===== config.mk =====
export PLATFORM = sky130hd
export DESIGN_NAME = sorted_list_insert_remove_core
export DESIGN_NICKNAME = d
export VERILOG_FILES = /design/src/hw/rtl/sli_pkg.sv /design/src/hw/rtl/sli_front.sv /design/src/hw/rtl/sli_queue.sv /design/src/hw/rtl/sli_back.sv /design/src/hw/rtl/sorted_list_insert_remove_core.sv
export SDC_FILE = /design/constraint.sdc
export NUM_CORES = 1
export LEC_CHECK = 0
export BUFFER_PORTS_ARGS = -buffer_cell sky130_fd_sc_hd__buf_4
export CORE_ASPECT_RATIO = 0.6
export CORE_UTILIZATION = 50
export DETAILED_ROUTE_END_ITERATION = 6
export GPL_TIMING_DRIVEN = 1
export PLACE_DENSITY = 0.66
export SLEW_MARGIN = 10
export SYNTH_ARGS = -nofsm -noshare
export SYNTH_HDL_FRONTEND = slang
export SYNTH_SLANG_ARGS = --single-unit

===== constraint.sdc =====
create_clock -name clk -period 4.8 [get_ports clk]
set_clock_uncertainty 0.1 [all_clocks]
set_input_delay 0 -clock clk [delete_from_list [all_inputs] [get_ports clk]]
set_output_delay 0 -clock clk [all_outputs]
set_load 0.02 [all_outputs]

===== src/hw/rtl/sli_pkg.sv =====
// ----------------------------------------------------------------------------
// sli_pkg
// types and codes shared by the sorted list core
// ----------------------------------------------------------------------------
`default_nettype none

package sli_pkg;

  localparam int VALUE_W = 32;
  localparam int COUNT_W = 5;

  typedef enum logic {
    OP_INSERT = 1'b0,
    OP_REMOVE = 1'b1
  } op_t;

  typedef enum logic [1:0] {
    ST_DONE     = 2'd0,
    ST_FULL     = 2'd1,
    ST_EMPTY    = 2'd2,
    ST_NOTFOUND = 2'd3
  } status_t;

  typedef struct packed {
    op_t                        op;
    logic signed [VALUE_W-1:0]  value;
  } req_t;

  typedef enum logic [2:0] {
    BK_IDLE,
    BK_SCAN_INS,
    BK_PLACE,
    BK_SCAN_REM,
    BK_DONE
  } back_state_t;

endpackage

`default_nettype wire


===== src/hw/rtl/sli_front.sv =====
// ----------------------------------------------------------------------------
// sli_front
// accepts requests, decodes the operation and hands them to the queue
// ----------------------------------------------------------------------------
`default_nettype none

module sli_front (
  input  wire logic                          clk,
  input  wire logic                          rst_n,
  input  wire logic                          in_valid,
  output logic                               in_stall,
  input  wire logic                          in_func,
  input  wire logic signed [sli_pkg::VALUE_W-1:0] in_value,
  output logic                               push,
  output sli_pkg::req_t                      push_req,
  input  wire logic                          q_full
);
  import sli_pkg::*;

  logic valid_r, valid_nxt;
  req_t req_r, req_nxt;
  logic accept;

  assign in_stall = valid_r & q_full;
  assign accept   = in_valid & ~in_stall;
  assign push     = valid_r & ~q_full;
  assign push_req = req_r;

  always_comb begin
    valid_nxt = valid_r;
    req_nxt   = req_r;
    if (accept) begin
      valid_nxt     = 1'b1;
      req_nxt.op    = in_func ? OP_REMOVE : OP_INSERT;
      req_nxt.value = in_value;
    end else if (push) begin
      valid_nxt = 1'b0;
    end
  end

  always_ff @(posedge clk) begin
    if (!rst_n) begin
      valid_r <= 1'b0;
    end else begin
      valid_r <= valid_nxt;
    end
    req_r <= req_nxt;
  end

endmodule

`default_nettype wire


===== src/hw/rtl/sli_queue.sv =====
// ----------------------------------------------------------------------------
// sli_queue
// two-entry request queue between front and back
// ----------------------------------------------------------------------------
`default_nettype none

module sli_queue (
  input  wire logic   clk,
  input  wire logic   rst_n,
  input  wire logic   push,
  input  wire sli_pkg::req_t push_req,
  output logic        q_full,
  input  wire logic   pop,
  output logic        q_valid,
  output sli_pkg::req_t q_req
);
  import sli_pkg::*;

  req_t       slot_r [2];
  logic       wr_ptr_r, wr_ptr_nxt;
  logic       rd_ptr_r, rd_ptr_nxt;
  logic [1:0] fill_r, fill_nxt;
  logic       do_push, do_pop;

  assign q_full  = (fill_r == 2'd2);
  assign q_valid = (fill_r != 2'd0);
  assign q_req   = slot_r[rd_ptr_r];
  assign do_push = push & ~q_full;
  assign do_pop  = pop & q_valid;

  always_comb begin
    wr_ptr_nxt = wr_ptr_r ^ do_push;
    rd_ptr_nxt = rd_ptr_r ^ do_pop;
    fill_nxt   = fill_r;
    if (do_push && !do_pop) begin
      fill_nxt = fill_r + 2'd1;
    end else if (do_pop && !do_push) begin
      fill_nxt = fill_r - 2'd1;
    end
  end

  always_ff @(posedge clk) begin
    if (!rst_n) begin
      wr_ptr_r <= 1'b0;
      rd_ptr_r <= 1'b0;
      fill_r   <= 2'd0;
    end else begin
      wr_ptr_r <= wr_ptr_nxt;
      rd_ptr_r <= rd_ptr_nxt;
      fill_r   <= fill_nxt;
    end
    if (do_push) begin
      slot_r[wr_ptr_r] <= push_req;
    end
  end

endmodule

`default_nettype wire


===== src/hw/rtl/sli_back.sv =====
// ----------------------------------------------------------------------------
// sli_back
// executes insert and remove against the entry memory, one entry a cycle
// ----------------------------------------------------------------------------
`default_nettype none

module sli_back #(
  parameter int DEPTH = 16
) (
  input  wire logic   clk,
  input  wire logic   rst_n,
  input  wire logic   q_valid,
  input  wire sli_pkg::req_t q_req,
  output logic        pop,
  output logic        out_valid,
  input  wire logic   out_stall,
  output logic [1:0]  out_status,
  output logic [sli_pkg::COUNT_W-1:0] out_count
);
  import sli_pkg::*;

  localparam int IW = (DEPTH > 1) ? $clog2(DEPTH) : 1;
  localparam int CW = $clog2(DEPTH + 1);

  logic signed [VALUE_W-1:0] mem [DEPTH];
  logic signed [VALUE_W-1:0] rdata_r;

  back_state_t state_r, state_nxt;
  logic signed [VALUE_W-1:0] value_r, value_nxt;
  logic [IW-1:0] idx_r, idx_nxt;
  logic [CW-1:0] keep_r, keep_nxt;
  logic [CW-1:0] cnt_r, cnt_nxt;
  status_t     status_r, status_nxt;

  logic          mem_we;
  logic [IW-1:0] mem_waddr;
  logic signed [VALUE_W-1:0] mem_wdata;
  logic [IW-1:0] raddr;

  logic          out_valid_r, out_valid_nxt;
  logic [1:0]    out_status_r, out_status_nxt;
  logic [COUNT_W-1:0] out_count_r, out_count_nxt;
  logic          out_load;

  logic [CW-1:0] cnt_m1;
  logic [CW-1:0] keep_fin;
  logic          is_full, is_last, hit;
  logic [CW+COUNT_W-1:0] cnt_ext;

  assign cnt_m1   = cnt_r - 1'b1;
  assign is_full  = (cnt_r == CW'(DEPTH));
  assign is_last  = (CW'(idx_r) == cnt_m1);
  assign hit      = (rdata_r == value_r);
  assign keep_fin = hit ? keep_r : keep_r + 1'b1;
  assign cnt_ext  = {{COUNT_W{1'b0}}, cnt_r};
  assign out_load = (state_r == BK_DONE) && (!out_valid_r || !out_stall);

  // next state
  always_comb begin
    state_nxt = state_r;
    case (state_r)
      BK_IDLE: begin
        if (q_valid) begin
          if (q_req.op == OP_INSERT) begin
            state_nxt = (is_full || cnt_r == '0) ? BK_DONE : BK_SCAN_INS;
          end else begin
            state_nxt = (cnt_r == '0) ? BK_DONE : BK_SCAN_REM;
          end
        end
      end
      BK_SCAN_INS: begin
        if (rdata_r < value_r) begin
          state_nxt = BK_DONE;
        end else if (idx_r == '0) begin
          state_nxt = BK_PLACE;
        end
      end
      BK_PLACE:    state_nxt = BK_DONE;
      BK_SCAN_REM: begin
        if (is_last) begin
          state_nxt = BK_DONE;
        end
      end
      BK_DONE: begin
        if (out_load) begin
          state_nxt = BK_IDLE;
        end
      end
      default:     state_nxt = BK_IDLE;
    endcase
  end

  // datapath and outputs
  always_comb begin
    pop        = 1'b0;
    value_nxt  = value_r;
    idx_nxt    = idx_r;
    keep_nxt   = keep_r;
    cnt_nxt    = cnt_r;
    status_nxt = status_r;
    mem_we     = 1'b0;
    mem_waddr  = idx_r;
    mem_wdata  = value_r;
    raddr      = idx_r;
    case (state_r)
      BK_IDLE: begin
        raddr = '0;
        if (q_valid) begin
          pop       = 1'b1;
          value_nxt = q_req.value;
          keep_nxt  = '0;
          if (q_req.op == OP_INSERT) begin
            status_nxt = ST_DONE;
            if (is_full) begin
              status_nxt = ST_FULL;
            end else if (cnt_r == '0) begin
              mem_we    = 1'b1;
              mem_waddr = '0;
              mem_wdata = q_req.value;
              cnt_nxt   = cnt_r + 1'b1;
            end else begin
              idx_nxt = cnt_m1[IW-1:0];
              raddr   = cnt_m1[IW-1:0];
            end
          end else begin
            idx_nxt = '0;
            if (cnt_r == '0) begin
              status_nxt = ST_EMPTY;
            end
          end
        end
      end
      BK_SCAN_INS: begin
        mem_we    = 1'b1;
        mem_waddr = idx_r + 1'b1;
        raddr     = idx_r - 1'b1;
        if (rdata_r < value_r) begin
          mem_wdata = value_r;
          cnt_nxt   = cnt_r + 1'b1;
        end else begin
          mem_wdata = rdata_r;
          idx_nxt   = idx_r - 1'b1;
        end
      end
      BK_PLACE: begin
        mem_we    = 1'b1;
        mem_waddr = '0;
        mem_wdata = value_r;
        cnt_nxt   = cnt_r + 1'b1;
      end
      BK_SCAN_REM: begin
        raddr     = idx_r + 1'b1;
        mem_we    = ~hit;
        mem_waddr = keep_r[IW-1:0];
        mem_wdata = rdata_r;
        keep_nxt  = keep_fin;
        idx_nxt   = idx_r + 1'b1;
        if (is_last) begin
          if (keep_fin == cnt_r) begin
            status_nxt = ST_NOTFOUND;
          end else begin
            status_nxt = ST_DONE;
            cnt_nxt    = keep_fin;
          end
        end
      end
      BK_DONE: ;
      default: ;
    endcase
  end

  // result register
  always_comb begin
    out_valid_nxt  = out_valid_r & out_stall;
    out_status_nxt = out_status_r;
    out_count_nxt  = out_count_r;
    if (out_load) begin
      out_valid_nxt  = 1'b1;
      out_status_nxt = status_r;
      out_count_nxt  = cnt_ext[COUNT_W-1:0];
    end
  end

  always_ff @(posedge clk) begin
    if (!rst_n) begin
      state_r     <= BK_IDLE;
      cnt_r       <= '0;
      out_valid_r <= 1'b0;
    end else begin
      state_r     <= state_nxt;
      cnt_r       <= cnt_nxt;
      out_valid_r <= out_valid_nxt;
    end
    value_r      <= value_nxt;
    idx_r        <= idx_nxt;
    keep_r       <= keep_nxt;
    status_r     <= status_nxt;
    out_status_r <= out_status_nxt;
    out_count_r  <= out_count_nxt;
  end

  // entry memory
  always_ff @(posedge clk) begin
    if (mem_we) begin
      mem[mem_waddr] <= mem_wdata;
    end
    rdata_r <= mem[raddr];
  end

  assign out_valid  = out_valid_r;
  assign out_status = out_status_r;
  assign out_count  = out_count_r;

endmodule

`default_nettype wire


===== src/hw/rtl/sorted_list_insert_remove_core.sv =====
// ----------------------------------------------------------------------------
// sorted_list_insert_remove_core
// ascending list of signed Q16.16 values with insert and remove-all-equal
// ----------------------------------------------------------------------------
//   channel | ports                              | flow
//   --------+------------------------------------+-----------------------
//   in      | in_valid in_stall in_func in_value | request into the core
//   out     | out_valid out_stall out_status     | one result per request
//           | out_count                          |
//
// the back unit handles a request with one memory read per entry scanned,
// as the entry memory has a single read port.
// a two-entry queue lets the front keep taking requests while the back works.
// reset clears the count and the control state; entry memory is not cleared.
// a stalled result holds in the output register while the back runs on.
// ----------------------------------------------------------------------------
`default_nettype none

module sorted_list_insert_remove_core #(
  parameter int DEPTH = 16
) (
  input  wire logic                               clk,
  input  wire logic                               rst_n,
  input  wire logic                               in_valid,
  output logic                                    in_stall,
  input  wire logic                               in_func,
  input  wire logic signed [sli_pkg::VALUE_W-1:0] in_value,
  output logic                                    out_valid,
  input  wire logic                               out_stall,
  output logic [1:0]                              out_status,
  output logic [sli_pkg::COUNT_W-1:0]             out_count
);
  import sli_pkg::*;

  logic push, q_full, pop, q_valid;
  req_t push_req, q_req;

  sli_front u_front (
    .clk      (clk),
    .rst_n    (rst_n),
    .in_valid (in_valid),
    .in_stall (in_stall),
    .in_func  (in_func),
    .in_value (in_value),
    .push     (push),
    .push_req (push_req),
    .q_full   (q_full)
  );

  sli_queue u_queue (
    .clk      (clk),
    .rst_n    (rst_n),
    .push     (push),
    .push_req (push_req),
    .q_full   (q_full),
    .pop      (pop),
    .q_valid  (q_valid),
    .q_req    (q_req)
  );

  sli_back #(.DEPTH(DEPTH)) u_back (
    .clk        (clk),
    .rst_n      (rst_n),
    .q_valid    (q_valid),
    .q_req      (q_req),
    .pop        (pop),
    .out_valid  (out_valid),
    .out_stall  (out_stall),
    .out_status (out_status),
    .out_count  (out_count)
  );

endmodule

`default_nettype wire


==> key figures <==
Run status
  – Status: finished, final reports clean

Drt
  – DRT iter0 DRCs: 1,739
  – WL final: 68.9 mm
  – Router iterations before antenna repair: 5
  – Via/cell ratio: 5.78
  – Drt wl/cell: 25.6 µm
  – Vias: 15,500
  – Drc violations: 0
  – Routed Antenna Nets: 0

Power
  – PwrDens: roughly 700 nW/µm²
  – P_leak: 12.4 nW
  – Peak VDD IR: 0.406 mV

Final layout
  – Most common cell after layout, fill and taps aside: edfxtp_1
  – Fin cells: 2,685
  – Fill count: 4,326
  – Share of cells above drive strength 1: 13.9%
  – Post-route cell area: 33,600 µm²
  – Nets: 1,941
  – Antenna Cells: 0
  – Area delta synth->final: 14.1%
  – Most frequent cells in the layout: edfxtp_1, mux2i_1, buf_4

Place
  – GP Congestion: 0.897
  – Placed inst area: 31,000 µm²
  – IO Port Bufs: 45
  – Placed cells: ~2,500
  – Dpl hpwl: 40.5 mm

Global routing
  – Largest net degree at the start of global routing: 69
  – Initial antenna violation count: 0
  – First-pass GRT wire length: 102 mm
  – Overflow after GRT: 0
  – Total GRT Usage: 23.5%
  – Vias in the first global route: approximately 16,000

Clocking
  – Max H-tree Level: 3
  – Clock latency on the worst-skew pair: roughly 0.6 ns
  – Clock Sinks: between 700 and 800
  – TritonCTS clock tree: built
  – Num CTS Buffers: 66
  – CTS max path bufs: 3
  – Worst-path clk slew: 0.07 ns
  – Root Buffer: clkbuf_16

Setup path
  – Worst path arrival time: 4.69 ns
  – CP Class: flip-flop to flip-flop
  – Crit path max fanout: 16
  – Cell breakdown of the critical path: inv_1 > ha_1 > a21oi_1 > o21ai_0 > a2111oi_1 > or3_1 > and3_1 > a211oi_1 > o2bb2ai_1
  – Critical Path Source Type: flip-flop
  – Crit-path slowest cell: a2111oi_1
  – Crit end category: flip-flop
  – Slowest stage delay, CP: ~1 ns
  – Required time of the critical path: 4.92 ns

Timing
  – Fmax: approximately 0.22 GHz
  – Final hold violations: 0
  – Tcrit/Tclk final: 95.2%
  – Final Max Slew Viols: 0
  – Transition time of the tightest slew-check pin: 1.15 ns
  – Final Setup Violations: 0
  – Unrepaired setup endpoints after global routing: false
  – Crit path time final: ~4.6 ns
  – Worst slew margin: 23.4%

Synthesis
  – Largest area contributor in the netlist: edfxtp_1
  – Mapped Cells: about 1,700
  – Top_reg_cell synth: edfxtp_1
  – Syn Nets: 1,811
  – Synthesized area per cell: 17.0 µm²
  – FF+latch count, synth: around 710
  – Count of different cell masters after synthesis: 74
  – Synth top area cells: edfxtp_1, mux2i_1, dfxtp_1, ha_1, mux2_2
  – Post-synth top area share: 67.5%
  – Part of the Yosys area used for sequential elements: 70.7%
  – Post-synth EDFFs: ~660
  – Yosys warns: 0
  – Post-Syn Area: about 29,000 µm²
  – Async set-reset flop share out of synthesis: 0%

Floorplan
  – Chip Width: about 320 µm
  – I/O pin cnt: 46
  – Rows: between 60 and 70
  – Initial Utilization: 50.9%
  – Die area: approximately 60,000 µm²
  – Core Area: 57,800 µm²
  – Die H: 190 µm

Worst hold path
  – HP Class: primary input to flip-flop

Flow run
  – Maxcap violations: 0
cells in the mapped netlist, drive strengths merged (3+ instances only):
| library cell | count |
|---|---|
| mux2i | 487 |
| nor2 | 44 |
| or3 | 7 |
| nand3 | 12 |
| o21ai | 28 |
| nand4 | 9 |
| xnor2 | 15 |
| dfxtp | 47 |
| o22ai | 4 |
| ha | 41 |
| o31ai | 3 |
| a22o | 3 |
| mux2 | 33 |
| clkbuf | 16 |
| nor3 | 10 |
| nor4 | 6 |
| a211oi | 6 |
| and2 | 29 |
| o2bb2ai | 4 |
| o211ai | 3 |
| a2111oi | 5 |
| nor2b | 5 |
| edfxtp | 661 |
| xor2 | 8 |
| and3 | 3 |
| nand2 | 37 |
| a221oi | 3 |
| inv | 43 |
| a221o | 27 |
| a21oi | 22 |
| or2 | 3 |
| a211o | 3 |
| nand2b | 6 |
| a31oi | 3 |
| buf | 66 |
through the flow:
step                util, %  hold slack (ns)  power, W  setup TNS (ns)  setup slack (ns)
finish                 58.1           0.0201    0.0236               0             0.229
global route           58.1          0.00832    0.0246               0            0.0486
CTS                    58.1        0.0000487    0.0236               0             0.296
detailed placement     53.6           0.0795    0.0185               0             0.338
global placement       53.6           0.0779    0.0183           -2.41            -0.152
floorplan                 -         -0.00113    0.0156               0             0.871
registers in the layout (all words and copies together) (netlist names), 3 cells and up, named ones only:
signal,flops
u_back.mem,512
u_queue.slot_r,66
u_front.push_req,33
u_back.rdata_r,32
u_back.value_r,32
u_back.cnt_r,5
u_back.keep_r,5
u_back.out_count,5
u_back.idx_r,4
u_back.state_r,3
routing by layer:
layer	GRT usage, %	share of wire (%)	vias to the layer above
li1	-	-	7020
met1	36.4	48	7894
met2	34.5	44	528
met3	4.27	6.4	90
met4	5.06	1.7	0
met5	0	0	-
power by group:
part / switching (W) / internal [W]
Combinational: 0.00567 / 0.00321
Sequential: 0.000452 / 0.00911
Clock: 0.00226 / 0.00288
Total: 0.00838 / 0.0152
critical path: cells and delay by family (launching register included):
family                   cells  cell delay, ns
AO/OA/AOI/OAI                5            2.56
AND/OR/NAND/NOR              2            0.72
adder cells (fa/ha/maj)      1            0.40
flip-flops                   1            0.35
buffers and inverters        1            0.06
area by class of cell:
class                   instances  area [µm²]  share of cell area (%)
clock buffers                  90        1860                    5.53
flip-flops and latches        708       20800                    62.0
clock inverters                30         230                   0.686
repair buffers                144        1400                    4.17
well taps                     770         963                    2.87
inverters                      44         165                   0.492
multi-input cells             899        8150                    24.3
final timing paths:
check	end	slack [ns]	cells past startpoint	start
worst min-delay path	u_front.push_req[17]	0.02	2	in_value[17]
worst max-delay path	u_back.mem[3][2]	0.23	9	u_back.value_r[27]
worst min register to register	u_back.out_status[1]	0.33	0	u_back.status_r[1]
worst max register to register	u_back.mem[3][2]	0.23	9	u_back.value_r[27]
kinds of logic after synthesis:
logic type      after synthesis  share of synthesized area, %
buf+inv                     126                          2.30
fa+ha+maj                    41                          1.74
xor+xnor                     24                         0.761
mux                         520                          17.9
flops                       708                          70.7
simple gates                180                          3.21
compound gates              134                          3.45
what timing repair did:
action / 4_1_cts / 5_1_grt
hold buffers: 47 / 0
endpoints found under the hold margin: 55 / 0
setup endpoints to repair: 0 / 0
buffers inserted: 0 / 0
gates resized for setup: 0 / 0
Power figures use the tool's default switching activity.
